File: config.mk
export PLATFORM = sky130hd
export DESIGN_NAME = pin_puk_lockout_fsm_top_flat
export DESIGN_NICKNAME = d
export VERILOG_FILES = /design/src/design/ppl_pkg.sv /design/src/design/ppl_cmd_if.sv /design/src/design/ppl_res_if.sv /design/src/design/pin_puk_lockout_fsm_top.sv /design/src/design/ppl_core.sv /design/src/flat_wrapper.sv
export SDC_FILE = /design/constraint.sdc
export NUM_CORES = 1
export LEC_CHECK = 0
export BUFFER_PORTS_ARGS = -buffer_cell sky130_fd_sc_hd__buf_2
export CAP_MARGIN = 20
export CORE_MARGIN = 2
export CORE_UTILIZATION = 36
export CTS_CLUSTER_SIZE = 30
export DETAILED_ROUTE_END_ITERATION = 16
export PLACE_DENSITY = 0.59
export SYNTH_ARGS = -nofsm -noshare
export SYNTH_HDL_FRONTEND = slang
export SYNTH_SLANG_ARGS = --single-unit
File: constraint.sdc
create_clock -name clk_i -period 2.4 [get_ports clk_i]
set_clock_uncertainty 0.1 [all_clocks]
set_input_delay 0.48 -clock clk_i [delete_from_list [all_inputs] [get_ports clk_i]]
set_output_delay 0.48 -clock clk_i [all_outputs]
set_load 0.02 [all_outputs]
File: src/design/ppl_pkg.sv
// Shared types and constants for the PIN/PUK lockout engine.
// No dependencies; the top and ppl_core refer to it by scoped names.
package ppl_pkg;

  typedef enum logic [2:0] {
    OpCheckPin  = 3'd0,
    OpCheckPuk  = 3'd1,
    OpSetPin    = 3'd2,
    OpSetPuk    = 3'd3,
    OpSetStatus = 3'd4
  } op_e;

  typedef enum logic [1:0] {
    StAbsent = 2'd0,
    StReady  = 2'd1,
    StPin    = 2'd2,
    StPuk    = 2'd3
  } status_e;

  // Codes are big-endian ASCII: first character in the top byte.
  localparam logic [31:0] RESET_PIN = 32'h3030_3030;          // "0000"
  localparam logic [63:0] RESET_PUK = 64'h3132_3334_3536_3738; // "12345678"

  localparam logic [3:0] PIN_LIMIT = 4'd3;
  localparam logic [3:0] PUK_LIMIT = 4'd6;
  localparam logic [3:0] COUNT_MAX = 4'd15;

  typedef struct packed {
    logic       accepted;
    status_e    card_status;
    logic [3:0] fail_count;
  } res_t;

endpackage

File: src/design/ppl_cmd_if.sv
// Command channel: valid/ready handshake carrying one lockout command.
// No dependencies.
interface ppl_cmd_if;
  logic        valid;
  logic        ready;
  logic [2:0]  opcode;
  logic [31:0] pin_code;
  logic [63:0] puk_code;
  logic [1:0]  new_status;

  modport source (output valid, output opcode, output pin_code, output puk_code,
                  output new_status, input ready);
  modport sink (input valid, input opcode, input pin_code, input puk_code,
                input new_status, output ready);
endinterface

File: src/design/ppl_res_if.sv
// Result channel: valid/ready handshake carrying one command outcome.
// No dependencies.
interface ppl_res_if;
  logic       valid;
  logic       ready;
  logic       accepted;
  logic [1:0] card_status;
  logic [3:0] fail_count;

  modport source (output valid, output accepted, output card_status,
                  output fail_count, input ready);
  modport sink (input valid, input accepted, input card_status,
                input fail_count, output ready);
endinterface

File: src/design/pin_puk_lockout_fsm_top.sv
// Channel    | Dir | Payload
// cmd_i      | in  | opcode, pin_code, puk_code, new_status
// res_o      | out | accepted, card_status, fail_count
//
// One command per cycle while cmd_i.ready is high: the state update is a code
// compare plus a counter step, done in the cycle the command is taken; the
// result goes to the output register on the result side, or to the skid
// register while the output still holds one, so a command is still taken while
// one result waits; cmd_i.ready drops only when both hold results. Reset
// restores status ready, PIN "0000", PUK "12345678" and a zero counter.
// Depends on ppl_pkg, ppl_cmd_if, ppl_res_if and ppl_core.
module pin_puk_lockout_fsm_top (
  input  logic     clk_i,
  input  logic     rst_ni,
  ppl_cmd_if.sink   cmd_i,
  ppl_res_if.source res_o
);

  ppl_pkg::res_t res_new;
  ppl_pkg::res_t out_q, out_d;
  ppl_pkg::res_t skid_q, skid_d;
  logic          out_valid_q, out_valid_d;
  logic          skid_valid_q, skid_valid_d;
  logic          cmd_fire, res_fire;

  assign cmd_i.ready = !skid_valid_q;
  assign cmd_fire    = cmd_i.valid && !skid_valid_q;
  assign res_fire    = out_valid_q && res_o.ready;

  ppl_core u_core (
    .clk_i        (clk_i),
    .rst_ni       (rst_ni),
    .fire_i       (cmd_fire),
    .opcode_i     (cmd_i.opcode),
    .pin_code_i   (cmd_i.pin_code),
    .puk_code_i   (cmd_i.puk_code),
    .new_status_i (cmd_i.new_status),
    .res_o        (res_new)
  );

  always_comb begin
    out_d        = out_q;
    skid_d       = skid_q;
    out_valid_d  = out_valid_q;
    skid_valid_d = skid_valid_q;
    if (skid_valid_q) begin
      // advance the waiting transaction once the output drains
      if (res_fire) begin
        out_d        = skid_q;
        skid_valid_d = 1'b0;
      end
    end else if (cmd_fire) begin
      if (!out_valid_q || res_fire) begin
        out_d       = res_new;
        out_valid_d = 1'b1;
      end else begin
        skid_d       = res_new;
        skid_valid_d = 1'b1;
      end
    end else if (res_fire) begin
      out_valid_d = 1'b0;
    end
  end

  always_ff @(posedge clk_i or negedge rst_ni) begin
    if (!rst_ni) begin
      out_valid_q  <= 1'b0;
      skid_valid_q <= 1'b0;
    end else begin
      out_valid_q  <= out_valid_d;
      skid_valid_q <= skid_valid_d;
    end
  end

  always_ff @(posedge clk_i) begin
    out_q  <= out_d;
    skid_q <= skid_d;
  end

  assign res_o.valid       = out_valid_q;
  assign res_o.accepted    = out_q.accepted;
  assign res_o.card_status = out_q.card_status;
  assign res_o.fail_count  = out_q.fail_count;

endmodule

File: src/design/ppl_core.sv
// Card state (status, PIN, PUK, retry counter) and its registered update on each fired command.
// Depends on ppl_pkg.
module ppl_core (
  input  logic            clk_i,
  input  logic            rst_ni,
  input  logic            fire_i,
  input  logic [2:0]      opcode_i,
  input  logic [31:0]     pin_code_i,
  input  logic [63:0]     puk_code_i,
  input  logic [1:0]      new_status_i,
  output ppl_pkg::res_t   res_o
);

  ppl_pkg::status_e status_q, status_d;
  logic [31:0]      pin_q, pin_d;
  logic [63:0]      puk_q, puk_d;
  logic [3:0]       count_q, count_d;
  logic [3:0]       count_inc;
  logic             ok;

  assign count_inc = (count_q == ppl_pkg::COUNT_MAX) ? count_q : count_q + 4'd1;

  always_comb begin
    status_d = status_q;
    pin_d    = pin_q;
    puk_d    = puk_q;
    count_d  = count_q;
    ok       = 1'b0;
    case (ppl_pkg::op_e'(opcode_i))
      ppl_pkg::OpCheckPin: begin
        if (status_q == ppl_pkg::StPin || status_q == ppl_pkg::StReady) begin
          if (pin_code_i == pin_q) begin
            status_d = ppl_pkg::StReady;
            count_d  = 4'd0;
            ok       = 1'b1;
          end else if (status_q == ppl_pkg::StPin) begin
            count_d = count_inc;
            // lock to PUK only when the increment lands on the limit
            if (count_inc == ppl_pkg::PIN_LIMIT) begin
              status_d = ppl_pkg::StPuk;
            end
          end
        end
      end
      ppl_pkg::OpCheckPuk: begin
        if (status_q == ppl_pkg::StPuk) begin
          if (puk_code_i == puk_q) begin
            pin_d    = pin_code_i;
            status_d = ppl_pkg::StReady;
            count_d  = 4'd0;
            ok       = 1'b1;
          end else begin
            count_d = count_inc;
            if (count_inc == ppl_pkg::PUK_LIMIT) begin
              status_d = ppl_pkg::StAbsent;
            end
          end
        end
      end
      ppl_pkg::OpSetPin: begin
        pin_d   = pin_code_i;
        count_d = 4'd0;
      end
      ppl_pkg::OpSetPuk: begin
        puk_d   = puk_code_i;
        count_d = 4'd0;
      end
      ppl_pkg::OpSetStatus: begin
        status_d = ppl_pkg::status_e'(new_status_i);
      end
      default: begin
      end
    endcase
  end

  assign res_o.accepted    = ok;
  assign res_o.card_status = status_d;
  assign res_o.fail_count  = count_d;

  always_ff @(posedge clk_i or negedge rst_ni) begin
    if (!rst_ni) begin
      status_q <= ppl_pkg::StReady;
      pin_q    <= ppl_pkg::RESET_PIN;
      puk_q    <= ppl_pkg::RESET_PUK;
      count_q  <= 4'd0;
    end else if (fire_i) begin
      status_q <= status_d;
      pin_q    <= pin_d;
      puk_q    <= puk_d;
      count_q  <= count_d;
    end
  end

endmodule
File: src/flat_wrapper.sv
// flat-port wrapper written by rule: the top's interface ports become plain ports
module pin_puk_lockout_fsm_top_flat 
  (clk_i, rst_ni, cmd_i_valid, cmd_i_opcode, cmd_i_pin_code, cmd_i_puk_code, cmd_i_new_status, cmd_i_ready, res_o_valid, res_o_accepted, res_o_card_status, res_o_fail_count, res_o_ready);
  ppl_cmd_if cmd_i_i ();
  ppl_res_if res_o_i ();
  input  logic clk_i;
  input  logic rst_ni;
  input wire logic [$bits(cmd_i_i.valid)-1:0] cmd_i_valid;
  input wire logic [$bits(cmd_i_i.opcode)-1:0] cmd_i_opcode;
  input wire logic [$bits(cmd_i_i.pin_code)-1:0] cmd_i_pin_code;
  input wire logic [$bits(cmd_i_i.puk_code)-1:0] cmd_i_puk_code;
  input wire logic [$bits(cmd_i_i.new_status)-1:0] cmd_i_new_status;
  output wire logic [$bits(cmd_i_i.ready)-1:0] cmd_i_ready;
  output wire logic [$bits(res_o_i.valid)-1:0] res_o_valid;
  output wire logic [$bits(res_o_i.accepted)-1:0] res_o_accepted;
  output wire logic [$bits(res_o_i.card_status)-1:0] res_o_card_status;
  output wire logic [$bits(res_o_i.fail_count)-1:0] res_o_fail_count;
  input wire logic [$bits(res_o_i.ready)-1:0] res_o_ready;
  assign cmd_i_i.valid = cmd_i_valid;
  assign cmd_i_i.opcode = cmd_i_opcode;
  assign cmd_i_i.pin_code = cmd_i_pin_code;
  assign cmd_i_i.puk_code = cmd_i_puk_code;
  assign cmd_i_i.new_status = cmd_i_new_status;
  assign cmd_i_ready = cmd_i_i.ready;
  assign res_o_valid = res_o_i.valid;
  assign res_o_accepted = res_o_i.accepted;
  assign res_o_card_status = res_o_i.card_status;
  assign res_o_fail_count = res_o_i.fail_count;
  assign res_o_i.ready = res_o_ready;
  pin_puk_lockout_fsm_top u_core (.clk_i(clk_i), .rst_ni(rst_ni), .cmd_i(cmd_i_i), .res_o(res_o_i));
endmodule
== Yosys cells after proc, flatten, opt, wreduce, memory -nomap -nowiden ==
Index checks and enable logic that the tools add are counted.

* Register bits: 118
* Output and inout port bits: 9
* Logic and storage cells: 82

* Add/subtract/negate cells: 1
* Eq/ne operators: 16
* Mux-type cells: 34
* Bitwise gates (word level): 2
* Reduce and logical (&&, ||, !) cells: 17

{| class="wikitable"
|+ Operators by type and width
! cell !! number
|-
| 64-bit equality test || 1
|-
| 32-bit two-way mux || 2
|-
| 32-bit one-hot mux with 2 select lines || 1
|-
| 32-bit equality test || 1
|-
| 7-bit two-way mux || 4
|-
| 4-bit two-way mux || 6
|-
| 2-bit two-way mux || 7
|-
| 4-bit one-hot mux with 3 select lines || 1
|-
| 1-bit two-way mux || 11
|-
| 3-bit AND reduction || 3
|-
| 2-bit != test, second input constant || 4
|-
| 2-bit nonzero test || 4
|-
| 3-bit by 2-bit equality test with 1-bit output, second input constant || 2
|-
| 2-bit one-hot mux with 3 select lines || 1
|-
| 4-bit by 1-bit adder with 4-bit output, second input constant || 1
|-
| 2-bit equality test, second input constant || 2
|-
| 4-bit by 2-bit equality test with 1-bit output, second input constant || 1
|-
| 4-bit by 3-bit equality test with 1-bit output, second input constant || 1
|-
| 4-bit equality test, second input constant || 1
|-
| 4-bit AND reduction || 1
|-
| 3-bit by 1-bit equality test with 1-bit output, second input constant || 1
|-
| 3-bit equality test, second input constant || 1
|-
| 3-bit logical NOT || 1
|-
| 2-bit by 1-bit equality test with 1-bit output, second input constant || 1
|-
| 7 further kinds || 11
|}

== Longest topological paths before layout ==
* Depth in word-level cells: 11
* Mapped depth: 9

== Hierarchy ==
Synthesis repeated with hierarchy kept, for this count alone.

* Cell total of the unflattened synthesis: 675
* Area total of the unflattened synthesis: 7084.3 µm²

{| class="wikitable"
|+ Modules (own cells, without submodules)
! module !! instances !! cells an instance !! area each (µm²)
|-
| ppl_core || 1 || 640 || 6438.7
|-
| pin_puk_lockout_fsm_top || 1 || 35 || 645.6
|}

== Worst setup path before layout ==
Ideal clock, no wire load.

* Path kind: reg-to-reg
* Start point: register u_core.u_core.count_q[0]
* End point: register u_core.out_q, in the netlist u_core.res_o.card_status[0] (data pin)
* Setup time: 0.275 ns
* Arrival: 2.103 ns
* Data required time: 2.025 ns
* Setup slack: -0.078 ns
* Cell stages (with the launch flop): 9
* Buffers on the path: 0
* Clock period less this slack: 2.478 ns
* Cells stage by stage: dfrtp_1 -> ha_1 -> nand3_1 -> xnor2_1 -> or3b_2 -> o31a_1 -> o21ai_0 -> o221a_2 -> a31oi_1

{| class="wikitable"
|+ RTL lines
! what !! RTL line !! source
|-
| from (decl) || ppl_core.sv:17 || <nowiki>logic [3:0] count_q, count_d;</nowiki>
|-
| from (signal assigned) || ppl_core.sv:90 || <nowiki>count_q <= count_d;</nowiki>
|-
| to (signal assigned) || pin_puk_lockout_fsm_top.sv:76 || <nowiki>out_q <= out_d;</nowiki>
|-
| to (decl) || pin_puk_lockout_fsm_top.sv:20 || <nowiki>ppl_pkg::res_t out_q, out_d;</nowiki>
|}

==> metrics.md <==
| Metric | Value |
|---|---|
| Sequential share of power | `40.1%` |
| CP max stage delay | `0.55 ns` |
| Sw Share | `31.8%` |
| Slew margin rel. | `66.0%` |
| Setup crit start kind | `flop` |
| DR iter-0 viols | `194` |
| Distinct cells, synth | `56` |
| Fin. Hold Viols | `0` |
| Total power | `9.53 mW` |
| HP Class | `input port to flop` |
| Synthesized flop and latch total | `118` |
| Dpl hpwl | `11300 um` |
| Via count | `4764` |
| Critical path class | `flop to flop` |
| Minimum clock period | `2.62 ns` |
| Clock transition at path regs | `0.06 ns` |
| FF/Latch Area | `3070 sq um` |
| CP required | `2.45 ns` |
| Register area share after synthesis | `48.3%` |
| # setup viols final | `48` |
| Clock Sinks | `118` |
| Drt pass-1 iters | `4` |
| Cell area after layout | `8550 sq um` |
| Via density | `4.95` |
| Total wire length | `15100 um` |
| First-pass GRT wire length | `24900 um` |
| Htree depth | `4` |
| Io pins | `114` |
| Antenna violations before repair | `3` |
| Combinational Power Share | `34.8%` |
| Maximum clock frequency | `0.382 GHz` |
| Final setup margin | `-0.217 ns` |
| Crit Path Max Fanout | `4` |
| Vias in the first global route | `5054` |
| Nets@finish | `831` |
| Mapped Nets | `648` |
| DP Area | `7580 sq um` |
| Worst VDD drop | `0.503 mV` |
| Routability congestion estimate | `0.918` |
| Clock root buffer | `clkbuf_16` |
| Layout area overhead | `34.5%` |
| Chip Height | `137 um` |
| Max-cap viol count | `0` |
| GRT Total Usage | `17.3%` |
| CTS tree | `done` |
| Violated checks | `setup timing` |
| Number of synthesized flops with an enable pin | `14` |
| Int Pwr | `6.51 mW` |
| Synth Warn # | `0` |
| RSZ-0062 raised after global routing | `true` |
| Cell count after synthesis | `540` |
| Fillcell total | `1593` |
| NetSw | `3.03 mW` |
| Leakage power | `3.55 nW` |
| Clk_lat worst skew | `0.41 ns` |
| Full die area | `18700 sq um` |
| Arrival @ worst endpoint | `2.67 ns` |
| Fin crit share | `109%` |
| Die X | `137 um` |
| CP bufs+invs | `2` |
| Layout cells sized above 1 | `53.3%` |
| Maximum root-to-sink buffer count | `2` |
| Core Area | `17300 sq um` |
| Mapped Area | `6350 sq um` |
| Worst slew pin tran | `0.510 ns` |
| # port buffers | `113` |
| ANT nets after route | `0` |
| Setup crit end kind | `flop` |
| Asr flop ratio synth | `88.1%` |
| Mean post-synth cell area | `11.8 sq um` |
| Grt ovf | `0` |
| Initial Utilization | `36.7%` |
| Status | `finished with violations` |
| Pins Over Slew Limit | `0` |
| Largest net degree at the start of global routing | `67` |
| Critical path's top delay family | `simple AND/OR/NAND/NOR gates` |
| CTS Buf Count | `17` |
| Primary FF master, synth | `dfrtp_1` |
| Clk pwr share | `25.1%` |
| Num rows | `48` |
| Crit-path cells | `xnor2_2, buf_4, nand4_1, nor4_4, nand4_1, buf_4, a211o_1, a21oi_2, o41ai_2` |
| Residual DRC | `0` |
| Slowest CP cell | `dfstp_2` |
| Pwr per Cell Area | `1120 nW/um^2` |
| Area of the multi-input gates | `3400 sq um` |
| Average wire per standard cell | `15.7 um` |
-- cells in the mapped netlist, types with 2 or more instances --
cell | number | share of area [%]
mux2i_1 | 2 | 0.32
xor2_1 | 18 | 2.5
and3_1 | 2 | 0.20
dfrtp_1 | 66 | 26
xnor2_1 | 76 | 10
o31a_1 | 3 | 0.41
nor2b_1 | 3 | 0.30
o2bb2ai_1 | 2 | 0.28
nor4b_1 | 2 | 0.28
nand2_1 | 23 | 1.4
nand3_1 | 11 | 0.87
nor2_1 | 22 | 1.3
edfxtp_1 | 14 | 6.6
nor3_1 | 6 | 0.47
o211a_1 | 2 | 0.32
o311a_1 | 3 | 0.47
nand4_1 | 30 | 3.0
o31ai_1 | 2 | 0.24
o21a_1 | 2 | 0.24
a31oi_1 | 3 | 0.30
dfstp_2 | 38 | 16
o211ai_1 | 2 | 0.24
mux2_2 | 92 | 16
nand2b_1 | 10 | 0.98
a21oi_1 | 11 | 0.87
buf_2 | 7 | 0.55
nor4_1 | 12 | 1.2
buf_6 | 3 | 0.53
inv_1 | 19 | 1.1
o21ai_0 | 20 | 1.6
nor4bb_1 | 2 | 0.32
clkbuf_1 | 5 | 0.30
mux2_4 | 2 | 0.47
ha_1 | 3 | 0.59
-- metrics by stage --
step	hold WS (ns)	setup TNS (ns)	util, %	std cells	worst slack (ns)
2_1_floorplan	0.0844	-0.0136	-	540	-0.0136
3_3_place_gp	0.385	-21.29	43.8	918	-0.571
3_5_place_dp	0.393	-20.58	43.8	918	-0.592
4_1_cts	0.139	-6.83	48.5	958	-0.205
5_1_grt	0.159	-12.11	49.4	962	-0.309
6_report	0.158	-7.57	49.4	963	-0.217
-- flip-flops by register name, summed over array words and instances, names as in the netlist --
signal	count
u_core.u_core.puk_q	64
u_core.u_core.pin_q	32
u_core.skid_q	7
u_core.res_o.fail_count	4
u_core.u_core.count_q	4
u_core.res_o.card_status	2
u_core.u_core.status_q	2
u_core.res_o.accepted	1
u_core.res_o.valid	1
u_core.skid_valid_q	1
-- power groups by stage --
stage | Combinational, mW | Sequential [mW] | Clock [mW]
floorplan | 2.14 | 3.78 | 0
global placement | 3.03 | 3.75 | 0
detailed placement | 3.11 | 3.82 | 0
CTS | 3.23 | 3.80 | 2.46
global route | 3.65 | 3.94 | 2.58
finish | 3.32 | 3.82 | 2.40
-- final cells by class --
type                            instances  share of cell area [%]
Multi-Input combinational cell        387                    39.8
Sequential cell                       118                    35.9
Timing Repair Buffer                  180                    13.5
Clock buffer                           20                    5.34
Tap cell                              225                    3.29
Clock inverter                         12                    1.20
Inverter                               19                   0.834
Antenna cell                            2                  0.0586
-- cell families after synthesis --
| family | synth area share [%] |
|---|---|
| flip-flops | 48.3 |
| buffers and inverters | 3.01 |
| XOR/XNOR | 13.0 |
| adder cells (fa/ha/maj) | 0.591 |
| multiplexers | 17.1 |
| AO/OA/AOI/OAI | 6.87 |
| AND/OR/NAND/NOR | 11.1 |
-- placed cells by master, fill, tap and decap left out, types with 3 or more instances in the layout --
| master | count |
|---|---|
| o21ai_0 | 14 |
| buf_4 | 58 |
| buf_6 | 4 |
| nand2b_1 | 10 |
| clkinvlp_4 | 3 |
| xnor2_1 | 71 |
| buf_12 | 4 |
| xor2_2 | 4 |
| a21oi_2 | 3 |
| a21oi_1 | 8 |
| nand2_1 | 23 |
| nor2b_1 | 3 |
| clkbuf_16 | 18 |
| dfstp_2 | 38 |
| nand4_1 | 30 |
| buf_2 | 112 |
| nand3_1 | 11 |
| nor4_2 | 6 |
| xnor2_2 | 5 |
| dfrtp_1 | 65 |
| nor2_1 | 22 |
| nor4_1 | 4 |
| o31a_1 | 3 |
| nor3_1 | 5 |
| edfxtp_1 | 14 |
| xor2_1 | 14 |
| mux2_2 | 92 |
| o21ai_2 | 3 |
| clkinv_2 | 4 |
| inv_1 | 18 |
-- path summary, 6_finish.rpt --
path	start	end	slack, ns	cells after the start
worst max-delay path	u_core.u_core.puk_q[8]	u_core.res_o.fail_count[3]	-0.22	9
worst min-delay path	res_o_ready	u_core.skid_valid_q	0.16	2
worst max register to register	u_core.u_core.puk_q[8]	u_core.res_o.fail_count[3]	-0.22	9
worst min register to register	u_core.u_core.pin_q[6]	u_core.u_core.pin_q[6]	0.43	1
max in group asynchronous	rst_ni	u_core.u_core.pin_q[5]	1.01	3
min in group asynchronous	rst_ni	u_core.u_core.puk_q[50]	0.49	2
-- timing repair --
| action | in CTS | in global routing |
|---|---|---|
| resized for setup | 33 | 26 |
| setup endpoints to repair | 52 | 52 |
| cloned | 1 | 0 |
| hold buffers | 1 | 0 |
| pin swaps | 10 | 13 |
| setup buffers | 6 | 3 |
| endpoints found under the hold margin | 17 | 0 |
-- layer usage --
layer / routed length, um / track usage, %
met2: 7460 / 29.0
met4: 278 / 6.82
met5: 13 / 0
met3: 846 / 4.26
met1: 6470 / 21.3
No activity file was read; power rests on OpenSTA's default activity.
